File: src/sv/tcwd_pkg.sv
// ----------------------------------------------------------------------------
// tcwd_pkg : shared types and constants for the task check-in watchdog
// Slot count, field widths, operation codes, panic causes and sequencer states.
// ----------------------------------------------------------------------------
`default_nettype none

package tcwd_pkg;

    // Slot table size and derived widths
    localparam int SLOTS  = 8;
    localparam int SLOT_W = 3;                  // width of slot_index and slot numbers
    localparam int USED_W = $clog2(SLOTS + 1);  // fill count, may hold SLOTS itself

    // Field widths
    localparam int TICK_W   = 32;
    localparam int PERIOD_W = 16;
    localparam int OP_W     = 3;
    localparam int CAUSE_W  = 2;

    // Stream payload widths (padded to whole bytes)
    localparam int S_TDATA_W = 40;              // slot_index, deadline_ticks
    localparam int M_TDATA_W = 16;              // result fields

    localparam logic [PERIOD_W-1:0] PERIOD_RESET = 16'd100;

    // Operation codes carried on s_tuser
    typedef enum logic [OP_W-1:0] {
        OP_TICK     = 3'd0,
        OP_REGISTER = 3'd1,
        OP_CHECKIN  = 3'd2,
        OP_SUSPEND  = 3'd3,
        OP_RESUME   = 3'd4,
        OP_START    = 3'd5,
        OP_PANIC    = 3'd6,
        OP_NOP      = 3'd7
    } opcode_t;

    // Latched panic cause
    typedef enum logic [CAUSE_W-1:0] {
        CAUSE_NONE    = 2'd0,
        CAUSE_TIMEOUT = 2'd1,
        CAUSE_REQUEST = 2'd2
    } cause_t;

    // Sequencer states
    typedef enum logic [2:0] {
        ST_IDLE,
        ST_EXEC,
        ST_SCAN_RD,
        ST_SCAN_CMP,
        ST_REBASE,
        ST_DONE
    } state_t;

endpackage

`default_nettype wire

File: src/sv/task_checkin_watchdog_unit.sv
// ----------------------------------------------------------------------------
// task_checkin_watchdog_unit : multi-task software watchdog monitor
// Keeps a tick counter and up to eight watched slots, scans them for overdue
// check-ins once per period and reports pet / panic status for every item.
// ----------------------------------------------------------------------------
// Usage
//   s_ channel: one operation per item. s_tuser[2:0] carries the opcode,
//   s_tdata carries slot_index [2:0] and deadline_ticks [34:3].
//   m_ channel: exactly one result item per input item, in order.
//   cfg_wr_en / cfg_wr_data write check_period; write only while idle.
// Sequencing
//   The block takes one item at a time; s_tready is high only when idle.
//   Most items pass through the execute and done states before the next
//   acceptance. A tick that ends a period while no panic is latched runs the
//   scan on one shared subtract and compare unit fed by the slot memories.
//   Start monitor rewrites the last-seen memory one slot a cycle, covering
//   every registered slot.
// Reset and stalls
//   Synchronous active-low reset clears the tick counter, slot count, period
//   counter and panic status; check_period returns to 100. Slot memories are
//   not cleared. A result waits in the output register while m_tready is
//   low; the next item is still taken and worked on, and only its own result
//   waits for the register to empty.
// ----------------------------------------------------------------------------
`default_nettype none

module task_checkin_watchdog_unit (
    input  wire logic                            aclk,
    input  wire logic                            aresetn,
    // Configuration: check_period
    input  wire logic                            cfg_wr_en,
    input  wire logic [tcwd_pkg::PERIOD_W-1:0]   cfg_wr_data,
    // Input items
    input  wire logic                            s_tvalid,
    output logic                                 s_tready,
    // [2:0] slot_index, [34:3] deadline_ticks, [39:35] zero
    input  wire logic [tcwd_pkg::S_TDATA_W-1:0]  s_tdata,
    // [2:0] opcode
    input  wire logic [tcwd_pkg::OP_W-1:0]       s_tuser,
    // Result items
    output logic                                 m_tvalid,
    input  wire logic                            m_tready,
    // [2:0] assigned_slot, [3] op_accepted, [4] pet_pulse, [5] panicked,
    // [7:6] panic_cause, [10:8] late_slot, [11] late_valid, [15:12] zero
    output logic [tcwd_pkg::M_TDATA_W-1:0]       m_tdata
);

    // Control state
    tcwd_pkg::state_t                 state_reg,   state_next;
    logic [tcwd_pkg::TICK_W-1:0]      tick_reg,    tick_next;
    logic [tcwd_pkg::USED_W-1:0]      used_reg,    used_next;
    logic [tcwd_pkg::PERIOD_W-1:0]    period_reg,  period_next;
    logic [tcwd_pkg::PERIOD_W-1:0]    check_period_reg, check_period_next;
    logic                             running_reg, running_next;
    logic                             panic_reg,   panic_next;
    tcwd_pkg::cause_t                 cause_reg,   cause_next;
    logic [tcwd_pkg::SLOT_W-1:0]      late_slot_reg, late_slot_next;
    logic                             late_valid_reg, late_valid_next;
    logic                             m_valid_reg, m_valid_next;

    // Item and result payload
    tcwd_pkg::opcode_t                op_reg,      op_next;
    logic [tcwd_pkg::SLOT_W-1:0]      idx_reg,     idx_next;
    logic [tcwd_pkg::TICK_W-1:0]      dl_reg,      dl_next;
    logic [tcwd_pkg::USED_W-1:0]      scan_idx_reg, scan_idx_next;
    logic [tcwd_pkg::SLOT_W-1:0]      assigned_reg, assigned_next;
    logic                             acc_reg,     acc_next;
    logic                             pet_reg,     pet_next;
    logic [tcwd_pkg::M_TDATA_W-1:0]   m_data_reg,  m_data_next;

    // Slot storage
    logic [tcwd_pkg::TICK_W-1:0]      slot_deadline_mem  [tcwd_pkg::SLOTS];
    logic [tcwd_pkg::TICK_W-1:0]      slot_last_seen_mem [tcwd_pkg::SLOTS];
    logic [tcwd_pkg::SLOTS-1:0]       susp_reg;
    logic [tcwd_pkg::TICK_W-1:0]      dl_rd_reg;
    logic [tcwd_pkg::TICK_W-1:0]      ls_rd_reg;

    // Memory write controls
    logic                             ls_we;
    logic                             dl_we;
    logic                             susp_we;
    logic                             susp_wval;
    logic [tcwd_pkg::SLOT_W-1:0]      mem_waddr;

    // Shared arithmetic
    logic [tcwd_pkg::PERIOD_W-1:0]    period_inc;
    logic [tcwd_pkg::TICK_W-1:0]      elapsed;
    logic                             idx_ok;
    logic [tcwd_pkg::SLOT_W-1:0]      scan_slot;

    assign s_tready   = (state_reg == tcwd_pkg::ST_IDLE);
    assign m_tvalid   = m_valid_reg;
    assign m_tdata    = m_data_reg;

    assign period_inc = period_reg + tcwd_pkg::PERIOD_W'(1);
    assign scan_slot  = scan_idx_reg[tcwd_pkg::SLOT_W-1:0];
    assign elapsed    = tick_reg - ls_rd_reg;
    assign idx_ok     = (tcwd_pkg::USED_W'(idx_reg) < used_reg);

    // Sequencer: next state, status updates and memory writes
    always_comb begin
        state_next        = state_reg;
        tick_next         = tick_reg;
        used_next         = used_reg;
        period_next       = period_reg;
        check_period_next = cfg_wr_en ? cfg_wr_data : check_period_reg;
        running_next      = running_reg;
        panic_next        = panic_reg;
        cause_next        = cause_reg;
        late_slot_next    = late_slot_reg;
        late_valid_next   = late_valid_reg;
        m_valid_next      = m_valid_reg && !m_tready;
        m_data_next       = m_data_reg;
        op_next           = op_reg;
        idx_next          = idx_reg;
        dl_next           = dl_reg;
        scan_idx_next     = scan_idx_reg;
        assigned_next     = assigned_reg;
        acc_next          = acc_reg;
        pet_next          = pet_reg;
        ls_we             = 1'b0;
        dl_we             = 1'b0;
        susp_we           = 1'b0;
        susp_wval         = 1'b0;
        mem_waddr         = idx_reg;

        case (state_reg)
            tcwd_pkg::ST_IDLE: begin
                // Take the next item
                if (s_tvalid) begin
                    op_next       = tcwd_pkg::opcode_t'(s_tuser);
                    idx_next      = s_tdata[tcwd_pkg::SLOT_W-1:0];
                    dl_next       = s_tdata[tcwd_pkg::SLOT_W +: tcwd_pkg::TICK_W];
                    assigned_next = '0;
                    acc_next      = 1'b0;
                    pet_next      = 1'b0;
                    state_next    = tcwd_pkg::ST_EXEC;
                end
            end

            tcwd_pkg::ST_EXEC: begin
                state_next = tcwd_pkg::ST_DONE;
                case (op_reg)
                    tcwd_pkg::OP_TICK: begin
                        // Advance time, then the period counter
                        tick_next = tick_reg + tcwd_pkg::TICK_W'(1);
                        if (running_reg) begin
                            if (period_inc >= check_period_reg) begin
                                period_next = '0;
                                if (!panic_reg) begin
                                    scan_idx_next = '0;
                                    state_next    = tcwd_pkg::ST_SCAN_RD;
                                end
                            end else begin
                                period_next = period_inc;
                            end
                        end
                    end
                    tcwd_pkg::OP_REGISTER: begin
                        // Hand out the next free slot
                        if (used_reg < tcwd_pkg::USED_W'(tcwd_pkg::SLOTS)) begin
                            mem_waddr     = used_reg[tcwd_pkg::SLOT_W-1:0];
                            dl_we         = 1'b1;
                            ls_we         = 1'b1;
                            susp_we       = 1'b1;
                            susp_wval     = 1'b0;
                            assigned_next = used_reg[tcwd_pkg::SLOT_W-1:0];
                            acc_next      = 1'b1;
                            used_next     = used_reg + tcwd_pkg::USED_W'(1);
                        end
                    end
                    tcwd_pkg::OP_CHECKIN: begin
                        if (idx_ok) begin
                            ls_we    = 1'b1;
                            acc_next = 1'b1;
                        end
                    end
                    tcwd_pkg::OP_SUSPEND: begin
                        if (idx_ok) begin
                            susp_we   = 1'b1;
                            susp_wval = 1'b1;
                            acc_next  = 1'b1;
                        end
                    end
                    tcwd_pkg::OP_RESUME: begin
                        if (idx_ok) begin
                            ls_we     = 1'b1;
                            susp_we   = 1'b1;
                            susp_wval = 1'b0;
                            acc_next  = 1'b1;
                        end
                    end
                    tcwd_pkg::OP_START: begin
                        // Rebase every used slot, one a cycle
                        running_next  = 1'b1;
                        period_next   = '0;
                        scan_idx_next = '0;
                        if (used_reg != '0) begin
                            state_next = tcwd_pkg::ST_REBASE;
                        end
                    end
                    tcwd_pkg::OP_PANIC: begin
                        if (!panic_reg) begin
                            panic_next = 1'b1;
                            cause_next = tcwd_pkg::CAUSE_REQUEST;
                        end
                    end
                    default: begin
                    end
                endcase
            end

            tcwd_pkg::ST_SCAN_RD: begin
                // Memories read this slot at the clock edge
                if (scan_idx_reg >= used_reg) begin
                    pet_next   = 1'b1;
                    state_next = tcwd_pkg::ST_DONE;
                end else begin
                    state_next = tcwd_pkg::ST_SCAN_CMP;
                end
            end

            tcwd_pkg::ST_SCAN_CMP: begin
                // Wrap-safe overdue test; first overdue slot ends the scan
                if (!susp_reg[scan_slot] && (elapsed > dl_rd_reg)) begin
                    late_slot_next  = scan_slot;
                    late_valid_next = 1'b1;
                    panic_next      = 1'b1;
                    cause_next      = tcwd_pkg::CAUSE_TIMEOUT;
                    state_next      = tcwd_pkg::ST_DONE;
                end else begin
                    scan_idx_next = scan_idx_reg + tcwd_pkg::USED_W'(1);
                    state_next    = tcwd_pkg::ST_SCAN_RD;
                end
            end

            tcwd_pkg::ST_REBASE: begin
                mem_waddr     = scan_slot;
                ls_we         = 1'b1;
                scan_idx_next = scan_idx_reg + tcwd_pkg::USED_W'(1);
                if (scan_idx_next == used_reg) begin
                    state_next = tcwd_pkg::ST_DONE;
                end
            end

            tcwd_pkg::ST_DONE: begin
                // Hand the result to the output register once it is free
                if (!m_valid_reg || m_tready) begin
                    m_valid_next = 1'b1;
                    m_data_next  = {4'b0000, late_valid_reg, late_slot_reg, cause_reg,
                                    panic_reg, pet_reg, acc_reg, assigned_reg};
                    state_next   = tcwd_pkg::ST_IDLE;
                end
            end

            default: begin
                state_next = tcwd_pkg::ST_IDLE;
            end
        endcase
    end

    // Control registers
    always_ff @(posedge aclk) begin
        if (!aresetn) begin
            state_reg        <= tcwd_pkg::ST_IDLE;
            tick_reg         <= '0;
            used_reg         <= '0;
            period_reg       <= '0;
            check_period_reg <= tcwd_pkg::PERIOD_RESET;
            running_reg      <= 1'b0;
            panic_reg        <= 1'b0;
            cause_reg        <= tcwd_pkg::CAUSE_NONE;
            late_slot_reg    <= '0;
            late_valid_reg   <= 1'b0;
            m_valid_reg      <= 1'b0;
        end else begin
            state_reg        <= state_next;
            tick_reg         <= tick_next;
            used_reg         <= used_next;
            period_reg       <= period_next;
            check_period_reg <= check_period_next;
            running_reg      <= running_next;
            panic_reg        <= panic_next;
            cause_reg        <= cause_next;
            late_slot_reg    <= late_slot_next;
            late_valid_reg   <= late_valid_next;
            m_valid_reg      <= m_valid_next;
        end
    end

    // Payload registers
    always_ff @(posedge aclk) begin
        op_reg       <= op_next;
        idx_reg      <= idx_next;
        dl_reg       <= dl_next;
        scan_idx_reg <= scan_idx_next;
        assigned_reg <= assigned_next;
        acc_reg      <= acc_next;
        pet_reg      <= pet_next;
        m_data_reg   <= m_data_next;
    end

    // Slot memories: one write port, one registered read at the scan slot
    always_ff @(posedge aclk) begin
        if (dl_we) begin
            slot_deadline_mem[mem_waddr] <= dl_reg;
        end
        if (ls_we) begin
            slot_last_seen_mem[mem_waddr] <= tick_reg;
        end
        if (susp_we) begin
            susp_reg[mem_waddr] <= susp_wval;
        end
        dl_rd_reg <= slot_deadline_mem[scan_slot];
        ls_rd_reg <= slot_last_seen_mem[scan_slot];
    end

endmodule

`default_nettype wire

File: config.mk
export PLATFORM = sky130hd
export DESIGN_NAME = task_checkin_watchdog_unit
export DESIGN_NICKNAME = d
export VERILOG_FILES = /design/src/sv/tcwd_pkg.sv /design/src/sv/task_checkin_watchdog_unit.sv
export SDC_FILE = /design/constraint.sdc
export NUM_CORES = 1
export LEC_CHECK = 0
export ABC_AREA = 1
export BUFFER_PORTS_ARGS = -buffer_cell sky130_fd_sc_hd__buf_2
export CAP_MARGIN = 20
export CORE_MARGIN = 2
export CORE_UTILIZATION = 55
export DETAILED_ROUTE_END_ITERATION = 8
export GPL_ROUTABILITY_DRIVEN = 0
export PLACE_DENSITY_LB_ADDON = 0.05
export SYNTH_ARGS = -nofsm -noshare
export SYNTH_HDL_FRONTEND = slang
export SYNTH_SLANG_ARGS = --single-unit
File: constraint.sdc
create_clock -name aclk -period 3.72 [get_ports aclk]
set_input_delay 0.372 -clock aclk [delete_from_list [all_inputs] [get_ports aclk]]
set_output_delay 0.372 -clock aclk [all_outputs]
set_load 0.02 [all_outputs]
==> run summary, run 1 <==
FMAX - 276 MHz
Hold WS - 47.9 ps
Ratio of cells with drive above 1 in the final layout - 12.9%
Cell Pwr Density - 675 mW/mm2
Die height - 239 um
R2r endpoint - state_reg[0]$_SDFFE_PN0P_
Worst reg2reg setup slack - 100 ps
Startpoint Class - flop
Drt drc - 0
CTS Buf Count - 75
Post-Syn Instances - 2744
Initial antenna violation count - 0
WP buf/inv - 6
Filler cells - 4260
Slew HR - 33.9%
Final ANT Viol Nets - 0
Initial drt markers - 1526
DP Area - 0.0321 mm2
Cell area after synthesis - 0.0303 mm2
Async SR Flop Fraction - 0%
Drt pass-1 iters - 5
Max_cap viols - 0
Sink Count - 723
Largest net degree at the start of global routing - 129
Worst slew pin tran - 991 ps
Post-Route Utilization - 64.4%
DR WL/cell - 18.8 um
Status - completed
Ant. Diodes - 0
Critical Path RT - 4180 ps
Final worst-path cycle share - 97.4%
Hold EP - check_period_reg[11]$_SDFFE_PN0P_
Clk slew on worst S/H paths - 60 ps
CTS tree - yes
HPWL Detailed - 39000 um
#FFs+latches synth - 723
Crit path time final - 3620 ps
Seq/Total Area, Yosys - 66.9%
CTS max path bufs - 3
# rows - 86
Drt via density - 5.57
Top Registers - slot_deadline_mem: 256 flops, slot_last_seen_mem: 256 flops
Syn-to-layout area delta - 16.5%
Vias after detailed routing - 20600
Routed wire length - 69500 um
Worst path max stage delay - 340 ps
Setup TNS - 0 ps
Yosys warns - 0
# IOs - 82
Die ar. - 0.0570 mm2
Initial core utilization - 55.3%
Synth Area per Inst - 11.0 um2
Slowest-stage cell, CP - fa_2
Post-synth EDFFs - 579
Core Box Area - 0.0548 mm2
Total GRT Usage - 24.6%
Crit-path max FO - 6
Top delay family on crit path - compound AO/OA/AOI/OAI gates
Post-route cell area - 0.0353 mm2
Clk_lat worst skew - 610 ps
CP startpoint - tick_reg[0]$_SDFFE_PN0P_
Clock Skew - 20.3 ps
Overflow after GRT - 0
Port Buf Inserts - 72
Root Driver - clkbuf_16
R2R Path Start - tick_reg[0]$_SDFFE_PN0P_
First-pass GRT wire length - 108000 um
CTS H-tree depth - 3
Hold Path Stages - 3
Critical Path End Type - flop
Register-to-Register Path Depth - 26
P_leak - 0.0133 uW
Width of the die - 239 um
Hold path startpoint - cfg_wr_data[11]
Synth Flop Type - edfxtp_1
Final nets - 3083
Setup Viol. Count Final - 0
Vias in the first global route - 20200
Peak VDD IR - 0.000443 V
Final-report hold violation count - 0
Max Slew Vio Count - 0
Post-synthesis cell type count - 54
RSZ-0062 raised after global routing - yes
Setup Crit Path Kind - flop to flop
Critical Path AT - 4080 ps
Worst hold-check path type - input pin to flop
## layout make-up
| type | count | area (um2) | share of cell area [%] |
|---|---|---|---|
| flip-flops and latches | 723 | 20300 | 57.5 |
| clock inverters | 26 | 274 | 0.777 |
| multi-input cells | 1695 | 9110 | 25.8 |
| repair buffers | 223 | 1740 | 4.92 |
| clock buffers | 110 | 2210 | 6.25 |
| well taps | 704 | 881 | 2.50 |
| inverters | 210 | 801 | 2.27 |
## per-stage QoR
step	instances	power [uW]	setup WS (ps)
after floorplan	2747	14200	16.3
after global placement	3507	16100	-261
after detailed placement	3507	16300	-376
after CTS	3689	23900	11.4
after global routing	3691	25100	-68.8
final	3691	23800	97.8
## synth_stat cells (4+ instances only)
cell,count,share of area [%]
nand3_1,50,0.83
buf_1,5,0.062
xnor2_1,14,0.40
o21a_1,9,0.22
o22ai_1,64,1.3
nor2_2,7,0.14
xor2_1,36,1.0
clkbuf_1,102,1.3
a21o_1,9,0.22
ha_1,90,3.7
o211ai_1,4,0.099
a22oi_1,8,0.20
edfxtp_1,579,57
nor3_1,24,0.40
a31oi_1,73,1.5
nand4_1,19,0.39
buf_4,6,0.15
o21bai_1,6,0.15
inv_1,206,2.6
buf_2,6,0.099
a21oi_1,104,1.7
dfxtp_1,144,9.5
nand2_1,224,2.8
o21ai_0,308,5.1
nor2_1,603,7.5
## worst max-delay path by stage
stage	to	cells past startpoint
floorplan	scan_idx_reg[0]$_SDFFCE_PN0P_	26
global placement	state_reg[0]$_SDFFE_PN0P_	26
detailed placement	state_reg[0]$_SDFFE_PN0P_	26
CTS	cause_reg[0]$_SDFFE_PN0P_	30
global route	cause_reg[0]$_SDFFE_PN0P_	30
finish	state_reg[0]$_SDFFE_PN0P_	26
## what timing repair did
item	CTS	global route
pin swaps	12	19
setup endpoints to repair	13	18
endpoints found under the hold margin	42	0
hold buffers	42	0
gates resized for setup	21	41
gates cloned	0	0
buffers inserted	5	2
## layout by cell type, fill, tap and decap left out, types with 5 or more instances in the layout
cell type / Yosys / final
clkbuf_1: 102 / 22
nand2_2: 3 / 10
nor3_2: 3 / 5
nor2_4: 3 / 21
buf_4: 6 / 96
nand3_2: 2 / 9
nor3_1: 24 / 21
dfxtp_1: 144 / 143
a21oi_1: 104 / 95
buf_2: 6 / 72
clkinv_1: 1 / 9
edfxtp_1: 579 / 579
dlygate4sd3_1: 0 / 42
xor2_1: 36 / 36
nor2_2: 7 / 13
clkinv_2: 0 / 9
o22ai_1: 64 / 64
a21o_1: 9 / 9
a21oi_2: 1 / 8
bufinv_16: 0 / 6
inv_1: 206 / 202
clkbuf_8: 0 / 7
nand2_1: 224 / 217
clkbuf_16: 0 / 81
ha_1: 90 / 87
a31oi_1: 73 / 73
nor2_1: 603 / 579
buf_12: 0 / 10
nand3_1: 50 / 42
o21a_1: 9 / 9
a22oi_1: 8 / 8
o21ai_0: 308 / 303
nand4_1: 19 / 19
xnor2_1: 14 / 14
## metal layers
layer | wire (um) | up-vias | share of wire [%] | global-route usage, %
li1 | - | 9957 | - | -
met1 | 30500 | 9987 | 44 | 33.1
met2 | 33900 | 518 | 49 | 41.9
met3 | 3500 | 102 | 5.0 | 3.55
met4 | 1660 | 0 | 2.4 | 6.93
met5 | 0 | - | 0 | 0
## worst register-to-register path, stage by stage (launching register included)
cell and delay (ps):
dfxtp_2 320, inv_2 70, ha_4 120, inv_2 40
fa_2 350, nand3_2 100, nand2_2 80, a21oi_4 150
buf_6 140, o21bai_4 80, a21oi_2 240, inv_1 70
nand4_1 110, buf_4 120, nand3_1 60, nand2_1 90
ha_1 230, nand2_2 110, o21a_1 140, nand2_1 60
a21oi_2 120, nand2_2 100, nand3_4 120, buf_6 130
nand2_1 70, o21bai_1 170, a21oi_1 80
## power by group
part	internal, uW	leakage [uW]	switching (uW)
sequential	9820	0.00650	423
combinational	2010	0.00561	4090
clock	4520	0.00121	2960
## logic make-up after synthesis
family                     after synthesis  synth area share (%)
buffers and inverters                  329                  4.18
and+or+nand+nor                        955                  12.9
adders and majority gates               91                  3.78
AOI/OAI and AO/OA                      595                  10.8
xor gates and xnor gates                50                  1.45
other                                    1                0.0124
DFF                                    723                  66.9
Power figures use the tool's default switching activity.
==> run 2, diff against run 1 <==
Clock period 3.72 ns to 3.2 ns, I/O delays scaled along.
==> run 2 against run 1 <==
  * Critical path type unchanged
  * Sequential cell count unchanged
  * Setup slack worse by 370 ps
  * Register-to-register slack got worse by 370 ps
  * Sequential share of layout area shrank 1.6 points
  * The run now ends with setup timing left
==> run summary, run 2 (synthesis results as in run 1) <==
Crit path time final - 3470 ps (-154 ps)
Die height - 239 um (unchanged)
Top Registers - slot_deadline_mem: 256 flops, slot_last_seen_mem: 256 flops
Setup Viol. Count Final - 14 (+14)
Critical Path RT - 3550 ps (-630 ps)
Setup TNS - -3050 ps (-3050 ps)
Worst hold-check path type - input pin to flop
Clk_lat worst skew - 620 ps (about the same)
FMAX - 288 MHz (+4.4%)
Routed wire length - 70900 um (+2.1%)
Critical Path AT - 3820 ps (-260 ps)
HPWL Detailed - 42000 um (+7.5%)
Power Total - 28300 uW (+19%)
CTS Buf Count - 75 (unchanged)
Largest net degree at the start of global routing - 125 (-3.1%)
Final worst-path cycle share - 108% (+11 points)
Final nets - 3175 (+3.0%)
Clock Skew - 20.6 ps (+0.307 ps)
Max_cap viols - 0 (unchanged)
CTS max path bufs - 3 (unchanged)
Crit-path max FO - 4 (-2)
Sink Count - 723 (unchanged)
Total GRT Usage - 25.1% (+0.50 points)
First-pass GRT wire length - 110000 um (+2.2%)
Worst slew pin tran - 1050 ps (+62.3 ps)
CTS tree - yes
Drt drc - 0 (unchanged)
CTS H-tree depth - 3 (unchanged)
# IOs - 82 (unchanged)
Status - finished with violations
RSZ-0062 raised after global routing - yes
Die ar. - 0.0570 mm2 (unchanged)
Startpoint Class - flop
Clk slew on worst S/H paths - 60 ps (about the same)
# rows - 86 (unchanged)
Dpl cells - 3584 (+2.2%)
Cell Pwr Density - 779 mW/mm2 (+15%)
Width of the die - 239 um (unchanged)
Overflow after GRT - 0 (unchanged)
Initial drt markers - 1461 (-4.3%)
Port Buf Inserts - 72 (unchanged)
Drt pass-1 iters - 5 (unchanged)
Drt via density - 5.53 (-0.65%)
Post-route cell area - 0.0363 mm2 (+2.8%)
Initial antenna violation count - 1 (+1)
Violated checks - setup timing
Ant. Diodes - 0 (unchanged)
Max Slew Vio Count - 0 (unchanged)
Final ANT Viol Nets - 0 (unchanged)
P_leak - 0.0138 uW (+3.9%)
Critical Path End Type - flop
Syn-to-layout area delta - 19.8%
DP Area - 0.0330 mm2 (+2.8%)
Core Box Area - 0.0548 mm2 (unchanged)
Slew HR - 29.8% (-4.2 points)
Peak VDD IR - 0.000508 V (+15%)
Ratio of cells with drive above 1 in the final layout - 15.4% (+2.5 points)
Setup Crit Path Kind - flop to flop
Initial core utilization - 55.3% (unchanged)
Setup ws final - -269 ps (-366 ps)
Final-report hold violation count - 0 (unchanged)
Most common cell after layout, fill and taps aside - nor2_1
DR WL/cell - 18.7 um (-0.49%)
Vias after detailed routing - 21000 (+1.9%)
Commonest non-fill, non-tap cells in the layout - nor2_1, edfxtp_1, o21ai_0
Vias in the first global route - 20600 (+2.1%)
Root Driver - clkbuf_16
Final non-filler cell total - 3787 (+2.6%)
Filler cells - 4160 (-2.3%)
[run 2: worst max-delay path, cell delays in order (launching register included)]
cell      delay [ps]
dfxtp_4          350
inv_4             60
ha_4             120
inv_2             40
fa_2             350
nand3_2           90
nand2_4           70
a21oi_4          190
o21ai_2           90
nand2_1           90
nand2_2           80
nand3_2           70
nand3_2           70
nand2_2           90
nand2_1           50
nand2_1           50
nand2_1           50
ha_1             270
nand4_1          150
nor3_4           170
nand3_2          100
inv_1             70
nand2_1           60
nand2_2           90
nand3_4          120
o311ai_1         130
inv_1            140
[run 2: stage by stage]
step	utilization [%]	hold slack (ps)	worst slack (ps)
final	66.2	31.5	-269
after global routing	66.2	27.2	-567
after CTS	66.0	1.78	-278
after detailed placement	60.3	413	-495
after global placement	60.3	424	-382
after floorplan	-	400	-172
[run 2: power breakdown]
part	total, uW	switching [uW]	internal, uW	leakage [uW]
Combinational	7500	4840	2670	0.00608
Sequential	11900	489	11400	0.00651
Clock	8880	3540	5330	0.00125
[run 2: timing repair]
item	in CTS	in global routing
endpoints found under the setup margin	14	29
gates resized for setup	14	24
hold endpoints to repair	47	0
hold buffers	50	0
buffers inserted	4	8
pin swaps	10	6
cloned	0	1
[run 2: area by class of cell]
cell class	instances	area (um2)	area share [%]
multi-input combinational	1695	9090	25.1
timing repair buffer	314	2670	7.36
clock buffer	102	2130	5.88
tap	704	881	2.43
inverter	210	808	2.23
timing repair inverter	1	6.26	0.0172
clock inverter	38	415	1.14
sequential	723	20300	55.9
[run 2: per-layer routing]
layer	GRT usage, %	share of wire (%)
met2	42.0	48
met3	3.38	5.4
met4	8.43	2.3
met5	0	0.018
met1	33.9	44
[run 2: path summary, 6_finish.rpt]
| check | from | end | slack, ps | depth (start not counted) |
|---|---|---|---|---|
| setup / recovery | tick_reg[0]$_SDFFE_PN0P_ | scan_idx_reg[3]$_SDFFCE_PN0P_ | -270 | 26 |
| hold / removal | cfg_wr_data[10] | check_period_reg[10]$_SDFFE_PN0P_ | 30 | 3 |
| setup reg to reg | tick_reg[0]$_SDFFE_PN0P_ | scan_idx_reg[3]$_SDFFCE_PN0P_ | -270 | 26 |
| hold reg to reg | assigned_reg[2]$_SDFFCE_PN0P_ | m_tdata[2]$_DFFE_PP_ | 430 | 0 |
==> run 3, diff against run 2 <==
Settings changed: PLACE_DENSITY set to 0.77, PLACE_DENSITY_LB_ADDON 0.05 to not set.
==> run 3 against run 2 <==
  * The run still ends with setup timing left
  * Sequential cell count unchanged
  * Clock power down 2.3%
  * Non-clock buffer count is 7 higher
  * Utilization grew 0.057 points
  * Design area about the same
  * Routed wire length grew 4.0%
  * Critical path type unchanged
  * Critical endpoint is now scan_idx_reg[0]$_SDFFCE_PN0P_
==> run summary, run 3 (synthesis results as in run 1) <==
Largest net degree at the start of global routing - 125 (unchanged)
Clk slew on worst S/H paths - 60 ps (about the same)
Setup ws final - -322 ps (-53.4 ps)
Sequential fraction of design power - 42.1% (about the same)
Post-Route Utilization - 66.3% (about the same)
Clock power frac - 30.7% (-0.7 points)
Final nets - 3179 (+0.13%)
Setup Viol. Count Final - 14 (unchanged)
Drt drc - 0 (unchanged)
Peak VDD IR - 0.000833 V (+64%)
Final ANT Viol Nets - 0 (unchanged)
Vias in the first global route - 22300 (+8.3%)
Width of the die - 239 um (unchanged)
Total GRT Usage - 25.8% (+0.71 points)
Worst slew pin tran - 1030 ps (-19.5 ps)
Int Power - 19200 uW (-0.99%)
Ratio of cells with drive above 1 in the final layout - 16.2% (+0.87 points)
Routed wire length - 73800 um (+4.0%)
Cell Pwr Density - 779 mW/mm2 (about the same)
Sw frac - 32.1% (+0.70 points)
Status - finished with violations
Top Registers - slot_deadline_mem: 256 flops, slot_last_seen_mem: 256 flops
DR WL/cell - 19.5 um (+4.0%)
Clock Skew - 23.4 ps (+2.76 ps)
Setup Crit Path Kind - flop to flop
Root Driver - clkbuf_16
Slew HR - 31.1% (+1.3 points)
Drt via density - 5.79 (+4.7%)
Filler cells - 3715 (-11%)
Max_cap viols - 0 (unchanged)
# IOs - 82 (unchanged)
HPWL Detailed - 41700 um (-0.52%)
Syn-to-layout area delta - 19.9% (about the same)
Crit path time final - 3520 ps (+53.4 ps)
CTS Buf Count - 72 (-4.0%)
Commonest non-fill, non-tap cells in the layout - edfxtp_1, nor2_1, o21ai_0
Max Slew Vio Count - 0 (unchanged)
Startpoint Class - flop
Combinational Power Share - 27.2% (+0.7 points)
Setup slack at placement - -415 ps (+80.3 ps)
CTS max path bufs - 3 (unchanged)
Most common cell after layout, fill and taps aside - edfxtp_1
FMAX - 284 MHz (-1.5%)
Initial antenna violation count - 0 (-1)
Initial core utilization - 55.3% (unchanged)
CTS tree - yes
Die height - 239 um (unchanged)
Drt pass-1 iters - 6 (+1)
Violated checks - setup timing
Vias after detailed routing - 21900 (+4.7%)
Power Total - 28300 uW (about the same)
# rows - 86 (unchanged)
Initial drt markers - 2429 (+66%)
Die ar. - 0.0570 mm2 (unchanged)
P_leak - 0.0138 uW (-0.14%)
First-pass GRT wire length - 115000 um (+4.3%)
Sink Count - 723 (unchanged)
Core Box Area - 0.0548 mm2 (unchanged)
Critical Path AT - 3850 ps (+30 ps)
CTS H-tree depth - 3 (unchanged)
NetSw - 9070 uW (+2.3%)
Clk_lat worst skew - 620 ps (about the same)
Port Buf Inserts - 72 (unchanged)
Final worst-path cycle share - 110% (+1.7 points)
Critical Path RT - 3530 ps (-20 ps)
Worst hold-check path type - input pin to flop
Final-report hold violation count - 0 (unchanged)
Ant. Diodes - 0 (unchanged)
RSZ-0062 raised after global routing - yes
Critical Path End Type - flop
Crit-path max FO - 4 (unchanged)
Overflow after GRT - 0 (unchanged)
run 3: cell count changes in the layout (fill, tap and decap cells not counted), moves of 3 or more:
| cell | before | now |
|---|---|---|
| o21ai_1 | 6 | 2 |
| a21oi_2 | 6 | 14 |
| dlygate4sd3_1 | 50 | 53 |
| ha_4 | 1 | 4 |
| buf_4 | 162 | 171 |
| buf_12 | 29 | 24 |
| clkbuf_16 | 78 | 73 |
| ha_1 | 89 | 86 |
| clkinvlp_4 | 2 | 5 |
| o21ai_2 | 1 | 6 |
| a21oi_1 | 97 | 89 |
| clkinv_4 | 1 | 4 |
| clkinv_1 | 11 | 4 |
run 3: power groups by stage:
| stage | registers [uW] | logic, uW | clock network [uW] |
|---|---|---|---|
| floorplan | 11900 | 4670 | 0 |
| global placement | 12000 | 6990 | 0 |
| detailed placement | 12100 | 7290 | 0 |
| CTS | 11900 | 7560 | 8750 |
| global route | 12000 | 8460 | 9130 |
| finish | 11900 | 7690 | 8680 |
run 3: cell type report:
type,instances,area [um2],share of cell area (%)
Clock buffer,98,2010,5.54
Clock inverter,36,448,1.23
Inverter,210,807,2.22
Multi-Input combinational cell,1695,9210,25.4
Sequential cell,723,20300,55.9
Tap cell,704,881,2.43
Timing Repair Buffer,321,2670,7.34
Timing Repair inverter,1,8.76,0.0241
run 3: worst max-delay path: stages (launching register included):
cell	delay (ps)
dfxtp_4	350
inv_4	60
ha_4	120
inv_2	30
fa_2	340
nand3_2	70
nand2_2	70
a21oi_4	210
o21ai_2	80
buf_4	130
buf_4	120
buf_4	120
buf_4	120
xor2_1	140
ha_1	280
nand3_1	100
nor2_2	140
nand3_1	140
nor2_2	170
nor2_2	70
nand3_4	140
o311ai_4	120
inv_2	110
run 3: what timing repair did:
item | in CTS | in global routing
setup endpoints to repair | 29 | 29
pin swaps | 23 | 13
cloned | 0 | 1
setup buffers | 7 | 7
hold buffers | 53 | 0
endpoints found under the hold margin | 53 | 0
gates resized for setup | 33 | 33
run 3: final timing paths:
path | endpoint | from | cells after the start | slack, ps
worst min register to register | m_tdata[2]$_DFFE_PP_ | assigned_reg[2]$_SDFFCE_PN0P_ | 0 | 430
worst max register to register | scan_idx_reg[0]$_SDFFCE_PN0P_ | tick_reg[0]$_SDFFE_PN0P_ | 22 | -320
worst max-delay path | scan_idx_reg[0]$_SDFFCE_PN0P_ | tick_reg[0]$_SDFFE_PN0P_ | 22 | -320
worst min-delay path | m_tvalid$_SDFF_PN0_ | m_tready | 4 | 10
run 3: through the flow:
| step | setup TNS (ps) | cell area [um2] | hold WS (ps) | std cells |
|---|---|---|---|---|
| finish | -3790 | 36300 | 12.9 | 3788 |
| global route | -7830 | 36300 | 64.9 | 3788 |
| CTS | -2430 | 36100 | 0.403 | 3780 |
| detailed placement | -5180 | 33000 | 410 | 3586 |
| global placement | -3830 | 33000 | 422 | 3586 |
| floorplan | -16610 | 30400 | 400 | 2747 |
run 3: metal layers:
metal | part of all wire [%] | GRT usage, % | vias up
met1 | 39 | 32.7 | 10600
met3 | 7.4 | 3.50 | 181
met5 | 0 | 0 | -
li1 | - | - | 10100
met2 | 50 | 44.7 | 994
met4 | 3.2 | 10.8 | 0
